$ cat src/hdl/cht_pkg.sv
// Shared types and constants for the chained hash table.
// Used by every module of the block; depends on nothing.
package cht_pkg;

  localparam int MAX_BUCKETS  = 256;
  localparam int POOL_ENTRIES = 64;
  localparam int BKT_W  = $clog2(MAX_BUCKETS);
  localparam int CNT_W  = $clog2(MAX_BUCKETS + 1);
  localparam int NODE_W = $clog2(POOL_ENTRIES);
  localparam int LINK_W = 7;
  localparam int STEP_W = $clog2(POOL_ENTRIES + 1);
  localparam int KEY_W  = 31;
  localparam logic [LINK_W-1:0] NIL = 7'd127;
  localparam logic [CNT_W-1:0] CNT_RESET = CNT_W'(16);

  typedef enum logic [1:0] {
    FN_INSERT = 2'd0,
    FN_DELETE = 2'd1,
    FN_SEARCH = 2'd2,
    FN_PRINT  = 2'd3
  } func_t;

  typedef enum logic [1:0] {
    ST_OK   = 2'd0,
    ST_FAIL = 2'd1,
    ST_FULL = 2'd2
  } status_t;

  typedef struct packed {
    logic [1:0]         func;
    logic signed [31:0] key;
    logic signed [31:0] bucket_index;
  } in_item_t;

  typedef struct packed {
    logic [1:0]       status;
    logic [KEY_W-1:0] key_out;
    logic             last;
  } out_item_t;

  // Classified command passed from front to back
  typedef struct packed {
    func_t            op;
    logic             fail;
    logic [BKT_W-1:0] bucket;
    logic [KEY_W-1:0] key;
  } cmd_t;

  function automatic logic node_ok(input logic [LINK_W-1:0] l);
    return l < LINK_W'(POOL_ENTRIES);
  endfunction

endpackage

$ cat src/hdl/cht_queue.sv
// Two-entry command queue between front and back ends.
// Depends on cht_pkg.
module cht_queue (
  input  logic          clk,
  input  logic          rst_n,
  input  logic          push,
  input  cht_pkg::cmd_t push_cmd,
  output logic          full,
  output logic          q_valid,
  output cht_pkg::cmd_t q_cmd,
  input  logic          pop
);
  import cht_pkg::*;

  cmd_t       ent_r [2];
  logic       wp_r;
  logic       rp_r;
  logic [1:0] cnt_r;

  assign full    = (cnt_r == 2'd2);
  assign q_valid = (cnt_r != 2'd0);
  assign q_cmd   = ent_r[rp_r];

  // storage
  always_ff @(posedge clk) begin
    if (push) begin
      ent_r[wp_r] <= push_cmd;
    end
  end

  // pointers and fill count
  always_ff @(posedge clk) begin
    if (!rst_n) begin
      wp_r  <= 1'b0;
      rp_r  <= 1'b0;
      cnt_r <= 2'd0;
    end else begin
      if (push) wp_r <= ~wp_r;
      if (pop)  rp_r <= ~rp_r;
      cnt_r <= cnt_r + 2'(push) - 2'(pop);
    end
  end
endmodule

$ cat config.mk
export PLATFORM = sky130hd
export DESIGN_NAME = cht_queue
export DESIGN_NICKNAME = d
export VERILOG_FILES = /design/src/hdl/cht_pkg.sv /design/src/hdl/cht_queue.sv
export SDC_FILE = /design/constraint.sdc
export NUM_CORES = 1
export LEC_CHECK = 0
export BUFFER_PORTS_ARGS = -buffer_cell sky130_fd_sc_hd__buf_2
export CELL_PAD_IN_SITES_DETAIL_PLACEMENT = 1
export CELL_PAD_IN_SITES_GLOBAL_PLACEMENT = 1
export CORE_ASPECT_RATIO = 0.6
export CORE_MARGIN = 2
export CORE_UTILIZATION = 35
export DETAILED_ROUTE_END_ITERATION = 10
export PLACE_DENSITY_LB_ADDON = 0.1
export SETUP_SLACK_MARGIN = 0.3
export SLEW_MARGIN = 20
export SYNTH_ARGS = -nofsm -noshare
export SYNTH_HDL_FRONTEND = slang
export SYNTH_SLANG_ARGS = --single-unit
$ cat constraint.sdc
create_clock -name clk -period 2.5 [get_ports clk]
set_input_delay 0 -clock clk [delete_from_list [all_inputs] [get_ports clk]]
set_output_delay 0 -clock clk [all_outputs]
set_load 0.005 [all_outputs]
### After elaboration in Yosys (flattened, before gate mapping)

Memory sizes are Yosys's and may differ from the RTL's. A register that Yosys moved wholly into a read port is not among the register bits.
Index checks and enable logic that the tools add are counted.

* flip-flop bits (word level): 4
* latch bits: 0
* bits in writable memories: 84
* memory bits (read-only): 0
* output and inout port bits: 44
* memories: 1

* add/sub/neg operators: 2
* multiply operators: 0
* divide/modulo/power cells: 0
* order comparisons: 0
* eq/ne operators: 1
* shift-type cells: 0
* muxes and demuxes: 4
* bitwise gates (word level): 2
* reduce and logical (&&, ||, !) cells: 1

Memory list
* ent_r: words 2, bits a word 42, read ports 1, clocked after Yosys merged registers in 1, wr ports 1, line cht_queue.sv:15 `cmd_t ent_r [2];`

Operators by type and width (count)
* $mux W1: 4
* $add A2 B1 Y2: 1
* $eq A2 B2 Y1 const B: 1
* $not A1 Y1: 2
* $reduce_bool A2 Y1: 1
* $sub A2 B1 Y2: 1

### Depth between registers and ports, before layout

* depth in word-level cells: 3
* mapped depth: 6
* mapped depth without buffers: 6

### Worst setup path before layout

Ideal clock, no wire load.

* path type: reg-to-reg
* start point: register wp_r
* end point: memory ent_r[0][0] (netlist name), enable pin
* arrival time: 2213 ps
* data required time: 2052 ps
* path slack: -160 ps
* stages on the path, launching flop included: 2
* cell sequence: dfxtp_1 > nor2b_1

RTL lines
* from (decl): line cht_queue.sv:16 `logic wp_r;`
* from (signal assigned): line cht_queue.sv:38 `if (push) wp_r <= ~wp_r;`
* to (decl): line cht_queue.sv:15

Straight into the memory's write port.

==> key figures <==
Outcome
  • Status: complete, no violations

Floorplan
  • Die Y-Extent: ~81 um
  • Starting Density: between 30% and 40%
  • Std cell rows: 28
  • Die Footprint: 10700 sq um
  • I/O pins: 90
  • DIE WIDTH: around 130 um
  • Area of the core: 9740 sq um

Timing
  • Final worst slack: 793 ps
  • Fin crit share: 68.3%
  • Final hold slack: between 40 and 50 ps
  • Total Negative Setup Slacks: 0 ps
  • Slew Limit Fails: 0
  • RSZ-0062 raised after global routing: no
  • Fin Clk Skew: 5.12 ps
  • Fmax: about 590 MHz
  • Setup violations, final: 0
  • Max_slew headroom: 63.8%
  • Worst-margin pin slew: 543 ps
  • Post-route minimum period: between 1500 and 2000 ps
  • Final hold vios: 0

Synth
  • Post-synth EDFFs: 84
  • Leading cell types by count after synthesis: edfxtp_1, mux2_4, dfxtp_1
  • Mapped Area: between 3000 and 4000 sq um
  • Post-synth top area share: ~73%
  • Top-count cell post-synth: edfxtp_1
  • Ys Warns: 0
  • Synth cell types: 14
  • Top_reg_cell synth: edfxtp_1
  • Post-synth ARST share: 0%
  • Area contributors post-synth: edfxtp_1, mux2_4, dfxtp_1
  • Syn Area/Cell: 22.8 sq um
  • Post-Syn Instances: 152
  • Synth area leader: edfxtp_1
  • Syn Nets: 200
  • Seq cells post-synth: just under 90
  • Post-synthesis sequential area ratio: roughly three quarters

Final layout
  • Final nets: 341
  • Fillcell total: around 960
  • Area Growth Syn to Fin: 37.2%
  • Diodes inserted: 0
  • Fin area: 4750 sq um
  • Fin cells: roughly 430
  • Layout cells sized above 1: 50.7%

Critical path
  • Worst EP arrival: 1710 ps
  • CP Capture Type: output pin
  • CP required: about 2500 ps
  • Slowest stage delay, CP: between 500 and 600 ps
  • Critical Path Start Type: register
  • Crit Path Max Fanout: 33
  • CP max-delay cell: dfxtp_2
  • Worst-path cell chain: buf_12, mux2_2, buf_2
  • Worst Setup Path Type: register to output pin

Global routing
  • Global Route Usage Sum: 13.0%
  • Grt ovf: 0
  • First-pass GRT wire length: 10200 um
  • Initial antenna violation count: 0
  • Vias in the first global route: between 1500 and 2000
  • Largest net degree at the start of global routing: 39

Placement
  • RePlAce Congestion: 0.651
  • Inst Count DP: 374
  • DP Worst Slack: between 1000 and 1500 ps
  • HPWL Detailed: roughly 4200 um
  • IO buf count: 89
  • Placed Area: 4050 sq um

Detailed routing
  • 1st-pass router iterations: 4
  • Detailed-route via count: ~1800
  • Routed Antenna Nets: 0
  • Initial drt markers: between 40 and 50
  • Routed wire length: about 6400 um
  • Drt drc: 0
  • Post-DR wirelength/cell: 14.8 um
  • Vias per cell: slightly above 4

Clocking
  • Clock latency on the worst-skew pair: 330 ps
  • Clock buffer depth: 2
  • CTS tree: built
  • Clock sinks: 89
  • Reg clk slew, reported paths: about 50 ps
  • Root Driver: clkbuf_16
  • CTS buffer count: 9
  • Post-CTS Setup Inserts: 0
  • CTS H-tree lvls: 3

Pwr
  • Pwr Density: 718 nW/um^2
  • Internal power: between 0.002 and 0.003 W
  • Leak Pwr: 1.90 nW
  • Sw frac: 20.4%
  • Peak supply drop: 0.382 mV
  • Gate power share: approximately 13%
  • Psw: 0.000694 W
  • Reg power frac: 51.4%
  • Clock power frac: a little over a third

Run
  • Max_cap viols: 0

Hold path
  • Worst Hold Class: input pin to register
-- critical path, delay by kind of cell (launching register included) --
kind,cells,cell delay [ps]
DFF,1,540
buffers and inverters,2,430
muxes,1,370
-- routing by layer --
layer	track usage (%)	vias to the layer above	wire [um]	part of all wire, %
met5	0	-	0	0
met4	5.48	0	108	1.7
met3	4.74	9	352	5.5
met2	19.8	56	2860	45
met1	17.0	849	3100	48
li1	-	866	-	-
-- cells by family (layout without fill, tap and decap cells) --
logic type	after synthesis	count (layout)	synth area share (%)
buf+inv	7	153	2.85
simple gates	9	9	1.63
mux	42	42	18.0
xor+xnor	2	2	0.903
compound gates	1	1	0.217
fa+ha+maj	2	2	0.722
flops	89	89	75.7
-- metrics by stage --
step	power [W]	utilization, %
after global routing	0.00358	48.8
after global placement	0.00218	41.5
after CTS	0.00347	48.8
after floorplan	0.00203	-
final	0.00341	48.8
after detailed placement	0.00218	41.5
-- final cells by class --
class	count	area (sq um)	area share, %
Timing Repair Buffer	135	923	19.4
Inverter	2	7.51	0.158
Clock inverter	2	12.5	0.263
Multi-Input combinational cell	56	752	15.8
Sequential cell	89	2620	55.2
Clock buffer	14	264	5.56
Tap cell	135	169	3.55
-- worst paths after layout --
path,start,end,slack (ps),cells after the start
setup / recovery,register,q_cmd[0],790,3
hold / removal,pop,register,50,3
setup reg to reg,wp_r,ent_r[1][0],1070,2
hold reg to reg,rp_r,register,570,2
-- sequential cells by signal, summed over array words and instances, names as in the netlist, named ones only --
signal	cells
ent_r	84
rp_r	1
cnt_r	2
wp_r	1
-- cells in the final DEF, fill, tap and decap left out --
| cell type | instances |
|---|---|
| or2_2 | 1 |
| dlygate4sd3_1 | 43 |
| buf_2 | 89 |
| buf_4 | 1 |
| dfxtp_2 | 1 |
| and2_2 | 1 |
| ha_1 | 2 |
| and2_1 | 3 |
| clkinvlp_4 | 1 |
| o21a_1 | 1 |
| clkbuf_8 | 2 |
| buf_12 | 2 |
| mux2_2 | 2 |
| dfxtp_1 | 4 |
| xnor3_1 | 1 |
| inv_1 | 2 |
| nor2b_1 | 3 |
| clkinv_2 | 1 |
| nor2b_4 | 1 |
| clkbuf_16 | 9 |
| edfxtp_1 | 84 |
| clkbuf_1 | 3 |
| xor2_1 | 1 |
| mux2_4 | 40 |
-- power by group through the flow --
stage | logic [W] | registers [W] | clock network (W)
floorplan | 0.000258 | 0.00177 | 0
global placement | 0.000391 | 0.00179 | 0
detailed placement | 0.000393 | 0.00179 | 0
CTS | 0.000447 | 0.00176 | 0.00127
global route | 0.000478 | 0.00176 | 0.00134
finish | 0.000436 | 0.00175 | 0.00122
-- timing repair --
item,CTS,global route
gates resized for setup,0,0
endpoints found under the hold margin,89,0
hold buffers,43,0
(Power assumes the default switching activity.)
