--- src/hdl/cht_pkg.sv ---
// Shared types and constants for the chained hash table.
// Used by every module of the block; depends on nothing.
package cht_pkg;

  localparam int MAX_BUCKETS  = 256;
  localparam int POOL_ENTRIES = 64;
  localparam int BKT_W  = $clog2(MAX_BUCKETS);
  localparam int CNT_W  = $clog2(MAX_BUCKETS + 1);
  localparam int NODE_W = $clog2(POOL_ENTRIES);
  localparam int LINK_W = 7;
  localparam int STEP_W = $clog2(POOL_ENTRIES + 1);
  localparam int KEY_W  = 31;
  localparam logic [LINK_W-1:0] NIL = 7'd127;
  localparam logic [CNT_W-1:0] CNT_RESET = CNT_W'(16);

  typedef enum logic [1:0] {
    FN_INSERT = 2'd0,
    FN_DELETE = 2'd1,
    FN_SEARCH = 2'd2,
    FN_PRINT  = 2'd3
  } func_t;

  typedef enum logic [1:0] {
    ST_OK   = 2'd0,
    ST_FAIL = 2'd1,
    ST_FULL = 2'd2
  } status_t;

  typedef struct packed {
    logic [1:0]         func;
    logic signed [31:0] key;
    logic signed [31:0] bucket_index;
  } in_item_t;

  typedef struct packed {
    logic [1:0]       status;
    logic [KEY_W-1:0] key_out;
    logic             last;
  } out_item_t;

  // Classified command passed from front to back
  typedef struct packed {
    func_t            op;
    logic             fail;
    logic [BKT_W-1:0] bucket;
    logic [KEY_W-1:0] key;
  } cmd_t;

  function automatic logic node_ok(input logic [LINK_W-1:0] l);
    return l < LINK_W'(POOL_ENTRIES);
  endfunction

endpackage

--- src/hdl/cht_front.sv ---
// Front end: accepts items, rejects bad ones and computes key mod bucket count.
// Depends on cht_pkg.
module cht_front (
  input  logic              clk,
  input  logic              rst_n,
  input  logic              in_valid,
  output logic              in_stall,
  input  cht_pkg::in_item_t in_item,
  input  logic [8:0]        eff_cnt,
  output logic              push,
  output cht_pkg::cmd_t     push_cmd,
  input  logic              q_full
);
  import cht_pkg::*;

  typedef enum logic [1:0] {F_IDLE, F_DIV, F_PUSH} fstate_t;

  fstate_t          st_r;
  cmd_t             cmd_r;
  logic [BKT_W-1:0] rem_r;
  logic [4:0]       cnt_r;
  logic [BKT_W:0]   trial;
  logic             bad_print;

  assign in_stall = (st_r != F_IDLE);
  assign push     = (st_r == F_PUSH) && !q_full;
  assign push_cmd = cmd_r;

  // one quotient bit per cycle, restoring
  assign trial = {rem_r, cmd_r.key[cnt_r]};
  assign bad_print = (eff_cnt == '0) || in_item.bucket_index[31] ||
                     (32'(in_item.bucket_index) >= 32'(eff_cnt));

  always_ff @(posedge clk) begin
    if (!rst_n) begin
      st_r <= F_IDLE;
    end else begin
      unique case (st_r)
        F_IDLE: begin
          if (in_valid) begin
            cmd_r.op <= func_t'(in_item.func);
            cmd_r.key <= in_item.key[KEY_W-1:0];
            rem_r <= '0;
            cnt_r <= 5'(KEY_W - 1);
            if (func_t'(in_item.func) == FN_PRINT) begin
              cmd_r.fail <= bad_print;
              cmd_r.bucket <= in_item.bucket_index[BKT_W-1:0];
              st_r <= F_PUSH;
            end else if ((eff_cnt == '0) || in_item.key[31]) begin
              cmd_r.fail <= 1'b1;
              cmd_r.bucket <= '0;
              st_r <= F_PUSH;
            end else begin
              cmd_r.fail <= 1'b0;
              st_r <= F_DIV;
            end
          end
        end
        F_DIV: begin
          if (trial >= eff_cnt) begin
            rem_r <= BKT_W'(trial - eff_cnt);
          end else begin
            rem_r <= trial[BKT_W-1:0];
          end
          if (cnt_r == '0) begin
            cmd_r.bucket <= (trial >= eff_cnt) ? BKT_W'(trial - eff_cnt)
                                               : trial[BKT_W-1:0];
            st_r <= F_PUSH;
          end else begin
            cnt_r <= cnt_r - 5'd1;
          end
        end
        F_PUSH: begin
          if (!q_full) begin
            st_r <= F_IDLE;
          end
        end
        default: st_r <= F_IDLE;
      endcase
    end
  end
endmodule

--- config.mk ---
export PLATFORM = sky130hd
export DESIGN_NAME = cht_front
export DESIGN_NICKNAME = d
export VERILOG_FILES = /design/src/hdl/cht_pkg.sv /design/src/hdl/cht_front.sv
export SDC_FILE = /design/constraint.sdc
export NUM_CORES = 1
export LEC_CHECK = 0
export ABC_AREA = 1
export BUFFER_PORTS_ARGS = -buffer_cell sky130_fd_sc_hd__buf_2
export CAP_MARGIN = 30
export CORE_MARGIN = 5
export CORE_UTILIZATION = 50
export CTS_BUF_LIST = sky130_fd_sc_hd__clkbuf_8 sky130_fd_sc_hd__clkbuf_16
export CTS_CLUSTER_DIAMETER = 80
export DETAILED_ROUTE_END_ITERATION = 10
export GPL_TIMING_DRIVEN = 1
export PLACE_DENSITY = 0.86
export SLEW_MARGIN = 15
export SYNTH_ARGS = -nofsm -noshare
export SYNTH_HDL_FRONTEND = slang
export SYNTH_SLANG_ARGS = --single-unit
--- constraint.sdc ---
create_clock -name clk -period 3.8 [get_ports clk]
set_input_delay 0.38 -clock clk [delete_from_list [all_inputs] [get_ports clk]]
set_output_delay 0.38 -clock clk [all_outputs]
set_load 0.02 [all_outputs]
Word-level counts from Yosys, hierarchy flattened --
Cells that the tools add are included.
Operators by class: multiplexer cells 20, reductions and logical operators 15, $add $sub $neg 2, magnitude comparators 3, equal/unequal tests 8
Operator list (number):
- $mux W39 | 1
- $ge A32 B9 Y1 | 1
- $mux W8 | 4
- $pmux W8 S2 | 2
- $mux W2 | 5
- $mux W5 | 2
- $pmux W5 S2 | 1
- $ge A9 B9 Y1 | 1
- $logic_not A9 Y1 | 1
- $mux W9 | 1
- $reduce_and A3 Y1 | 3
- $ne A2 B2 Y1 const B | 4
- $sub A8 B8 Y8 | 1
- $lt A5 B6 Y1 const B | 1
- $pmux W2 S3 | 1
- $bmux W1 S5 | 1
- $logic_not A5 Y1 | 1
- $reduce_and A5 Y1 | 1
- $sub A5 B1 Y5 const B | 1
- $eq A2 B2 Y1 const B | 2
- $reduce_and A4 Y1 | 1
- $reduce_bool A2 Y1 | 2
- $logic_or A1 B1 Y1 | 3
- $ne A3 B3 Y1 const B | 1
- other kinds (5) | 6
Word-level totals: logic and storage cells 55, output and inout bits 44, register bits after elaboration 57

Longest topological paths before layout --
word-level depth 6, mapped depth 19, mapped depth without buffers 17

Worst setup path before layout --
No wires, ideal clock.
kind register to register, from register st_r[1], to register cmd_r, in the netlist push_cmd[0], enable pin, setup slack 0.374 ns, clock period less this slack 3.426 ns, library setup time 0.467 ns, arrival time 2.958 ns, stages on the path, launching flop included 4, required time 3.333 ns, path through dfxtp_1 -> nor2_1 -> inv_1 -> nor3_1
Between the ends: longest elaborated chain between the ends 2
Ends and longest elaborated chain:
- from (decl) | RTL line cht_front.sv:18 | fstate_t st_r;
- from (signal assigned) | RTL line cht_front.sv:36 | st_r <= F_IDLE;
- from (signal assigned) | RTL line cht_front.sv:48 | st_r <= F_PUSH;
- from (signal assigned) | RTL line cht_front.sv:52 | st_r <= F_PUSH;
- $logic_not A2 Y1 | RTL line cht_front.sv:38 | unique case (st_r)
- $reduce_and A3 Y1 (no line)
- to (decl) | RTL line cht_front.sv:19 | cmd_t cmd_r;
No other way between the ends. A chain may end at the register's enable or synchronous reset.

Final worst setup path --
from register cnt_r[0], to register cmd_r, in the netlist push_cmd[37] (data pin)
Between the ends: longest elaborated chain between the ends 6
Ends and longest elaborated chain:
- from (decl) | RTL line cht_front.sv:21 | logic [4:0] cnt_r;
- from (signal assigned) | RTL line cht_front.sv:44 | cnt_r <= 5'(KEY_W - 1);
- from (signal assigned) | RTL line cht_front.sv:70 | cnt_r <= cnt_r - 5'd1;
- $bmux W1 S5 * | RTL line cht_front.sv:30 | assign trial = {rem_r, cmd_r.key[cnt_r]};
- $mux W1 (not written as such) * | RTL line cht_front.sv:30
- $sub A8 B8 Y8 / $ge A9 B9 Y1 (equally long branches) | RTL line cht_front.sv:66 | cmd_r.bucket <= (trial >= eff_cnt) ? BKT_W'(trial - eff_cnt)
- $mux W8 * | RTL line cht_front.sv:66
- $mux W8 * | RTL line cht_front.sv:65 | if (cnt_r == '0) begin
- $pmux W8 S2 * | RTL line cht_front.sv:38
Mark *: on every way between the ends. The rest lies on a longest branch, timed or not. The select of a mux whose other input is x is not followed.

==> flow_summary.ini <==
[yosys]
synth_nets = 466
synth_cells = 366
yosys-top-cells-area = edfxtp_1 50%, nand2_1 12%, ha_1 7.6%, nor2_1 5.1%, nand3_1 4.4%
ys_warn_count = 0
synth_top_cells_by_count = 107 x nand2_1, 55 x edfxtp_1, 45 x nor2_1
synth_top_area_share_pct = 50.13
synth_area_um2 = 3294
avgSynthCellArea_um2 = 9.001
synth_ff_type = edfxtp_1
synth_cell_type_count = 34
synth_largest_area_cell = edfxtp_1
async_flop_share_pct = 0
ys_seq_area_share_pct = 51.35
ys_ff_latch = 57
synth_edf_count = 55
synth.most_common_cell = nand2_1

[status]
status = finished clean

[cells_and_area]
fin_area_um2 = 4160
diodes = 0
fin_nets = 596
syn2layout_area_growth_pct = 26.28
drive_gt1_share_pct = 32.73

[floorplan]
start_util_pct = 51.59
die_area_um2 = 8312
die_x_um = 91.17
io_pins = 123
design.core.area_um2 = 6386
die_y_um = 91.17
rows = 29

[routing]
routed_wl_mm = 8.009
antenna_left = 0
drt_iter0_drc = 163
drc = 0
vias_per_cell = 5.109
drt-wirelength-per-cell_um = 13.86
via_count = 2953
first_pass_iters = 4

[clocking]
clk_path_buf_depth = 2
cts_buffers = 9
htreeDepth = 3
clk_latency_ps = 340
postCtsResizedCells = 0
cts_root_buf = clkbuf_8
cts_setup_buffers = 0
clk_pin_slew_ps = 80
cts_tree = built
clock-sinks = 57
postCtsHoldBufs = 0

[run]
drv_cap = 0

[worst_setup_path]
worstPathRequired_ps = 3990
path_delay_family = simple AND/OR/NAND/NOR gates
start_kind = flop
crit_type = flop to flop
cp_max_fo = 18
end_kind = flop
path_cells = inv_4 -> nand2_1 -> nand2_1 -> a21oi_1 -> nand3_1 -> nand3_1 -> and2_1 -> ha_1 -> fa_1 -> o21ai_1 -> nand2_1 -> nand3_1 -> nand2_1 -> nand3_1 -> nand2_1 -> o21ai_1
path_buf_inv = 1
critPathArrivalTime_ps = 3180
cpPeakStageDelay_ps = 640
slowest_stage = edfxtp_1
cpMostUsedCell = nand2_1
regToRegSetupSlack_ps = 810

[sta]
finalHoldViolCount = 0
max_freq_mhz = 335.0
rsz0062_at_grt = false
finalSetupViolations = 0
min_period_ps = 2986
maxSlewHeadroom_pct = 40.61
final.setup_skew_ps = 8.436
tightest_slew_ps = 887.6
layout_worst_path_cycle_share_pct = 78.57
fin_tns_setup_ps = 0
final_max_slew_viol_count = 0

[global_routing]
grt.total_usage_pct = 19.82
grt_max_degree = 35
overflow = 0
grt_pass1_wl_mm = 13.54
grt_pass1_vias = 2997
grt_antenna_before_repair = 0

[min_path]
min_path_type = input pin to flop

[power_and_ir_drop]
power_mw = 1.759
p_per_area_nw_per_um2 = 422.8
p_leak_nw = 1.995
peakVddDrop_mv = 0.2605

[place]
io_buffers = 122
dpl_cell_area_um2 = 3975
hpwl_mm = 6.483
gp_congestion = 0.8775
-- layout by cell type, fill, tap and decap left out, types with 5 or more instances in the layout --
cell	count
a21oi_1	10
buf_2	122
clkbuf_8	9
edfxtp_1	55
ha_1	20
inv_1	38
nand2_1	107
nand3_1	29
nand4_1	8
nor2_1	45
o21ai_1	5
-- logic make-up (layout without fill, tap and decap cells) --
family / count (synthesis) / count (layout) / share of synthesized area (%)
XOR/XNOR: 4 / 4 / 1.064
buffers and inverters: 47 / 182 / 6.267
AND/OR/NAND/NOR: 211 / 211 / 28.48
flip-flops: 57 / 57 / 51.35
AO/OA/AOI/OAI: 26 / 26 / 4.634
adder cells (fa/ha/maj): 21 / 21 / 8.204
-- worst reg2reg max path, cell delays in order, from the launching register on --
cell      delay (ps)
edfxtp_1         640
inv_4            260
nand2_1           90
nand2_1           80
a21oi_1           70
nand3_1           90
nand3_1           90
and2_1           200
ha_1             210
fa_1             400
o21ai_1          220
nand2_1          100
nand3_1           80
nand2_1           50
nand3_1           70
nand2_1           70
o21ai_1          140
-- final cells by class --
| type | count | area, um^2 |
|---|---|---|
| Sequential cell | 57 | 1692 |
| Multi-Input combinational cell | 262 | 1401 |
| Fill cell | 522 | 2226 |
| Inverter | 42 | 160.2 |
| Timing Repair Buffer | 124 | 625.6 |
| Clock buffer | 9 | 123.9 |
| Clock inverter | 7 | 61.31 |
| Tap cell | 77 | 96.34 |
-- metrics by stage --
stage | instances | utilization (%) | hold slack [ps] | worst slack (ps)
after global placement | 562 | 62.25 | 556.4 | 924.9
after CTS | 578 | 65.15 | 199.9 | 809.9
after floorplan | 366 | - | 478.9 | 374.4
final | 578 | 65.15 | 211.0 | 814.5
after global routing | 578 | 65.15 | 179.4 | 432.4
after detailed placement | 562 | 62.25 | 558.1 | 817.1
-- sequential cells by signal (all words and copies together) (netlist names) --
name,count
cnt_r,5
rem_r,8
st_r,2
push_cmd,42
-- power by group --
group	switching, mW	total, mW	internal (mW)
Combinational	0.283	0.442	0.160
Clock	0.273	0.521	0.248
Sequential	0.0344	0.795	0.761
Total	0.590	1.76	1.17
-- path summary, 6_finish.rpt --
kind                     from           end  depth (start not counted)
hold reg to reg      cnt_r[4]      cnt_r[4]                          2
setup reg to reg     cnt_r[0]  push_cmd[37]                         16
hold / removal    in_item[47]  push_cmd[15]                          1
setup / recovery     cnt_r[0]  push_cmd[37]                         16
-- layer usage --
metal | wire (um) | global-route usage, % | share of wire, %
met2 | 3773 | 31.31 | 47
met3 | 936 | 8.347 | 12
met1 | 3184 | 24.20 | 40
met5 | 0 | 0 | 0
met4 | 115 | 7.457 | 1.4
Note: power is estimated with default switching activity, not from simulation.
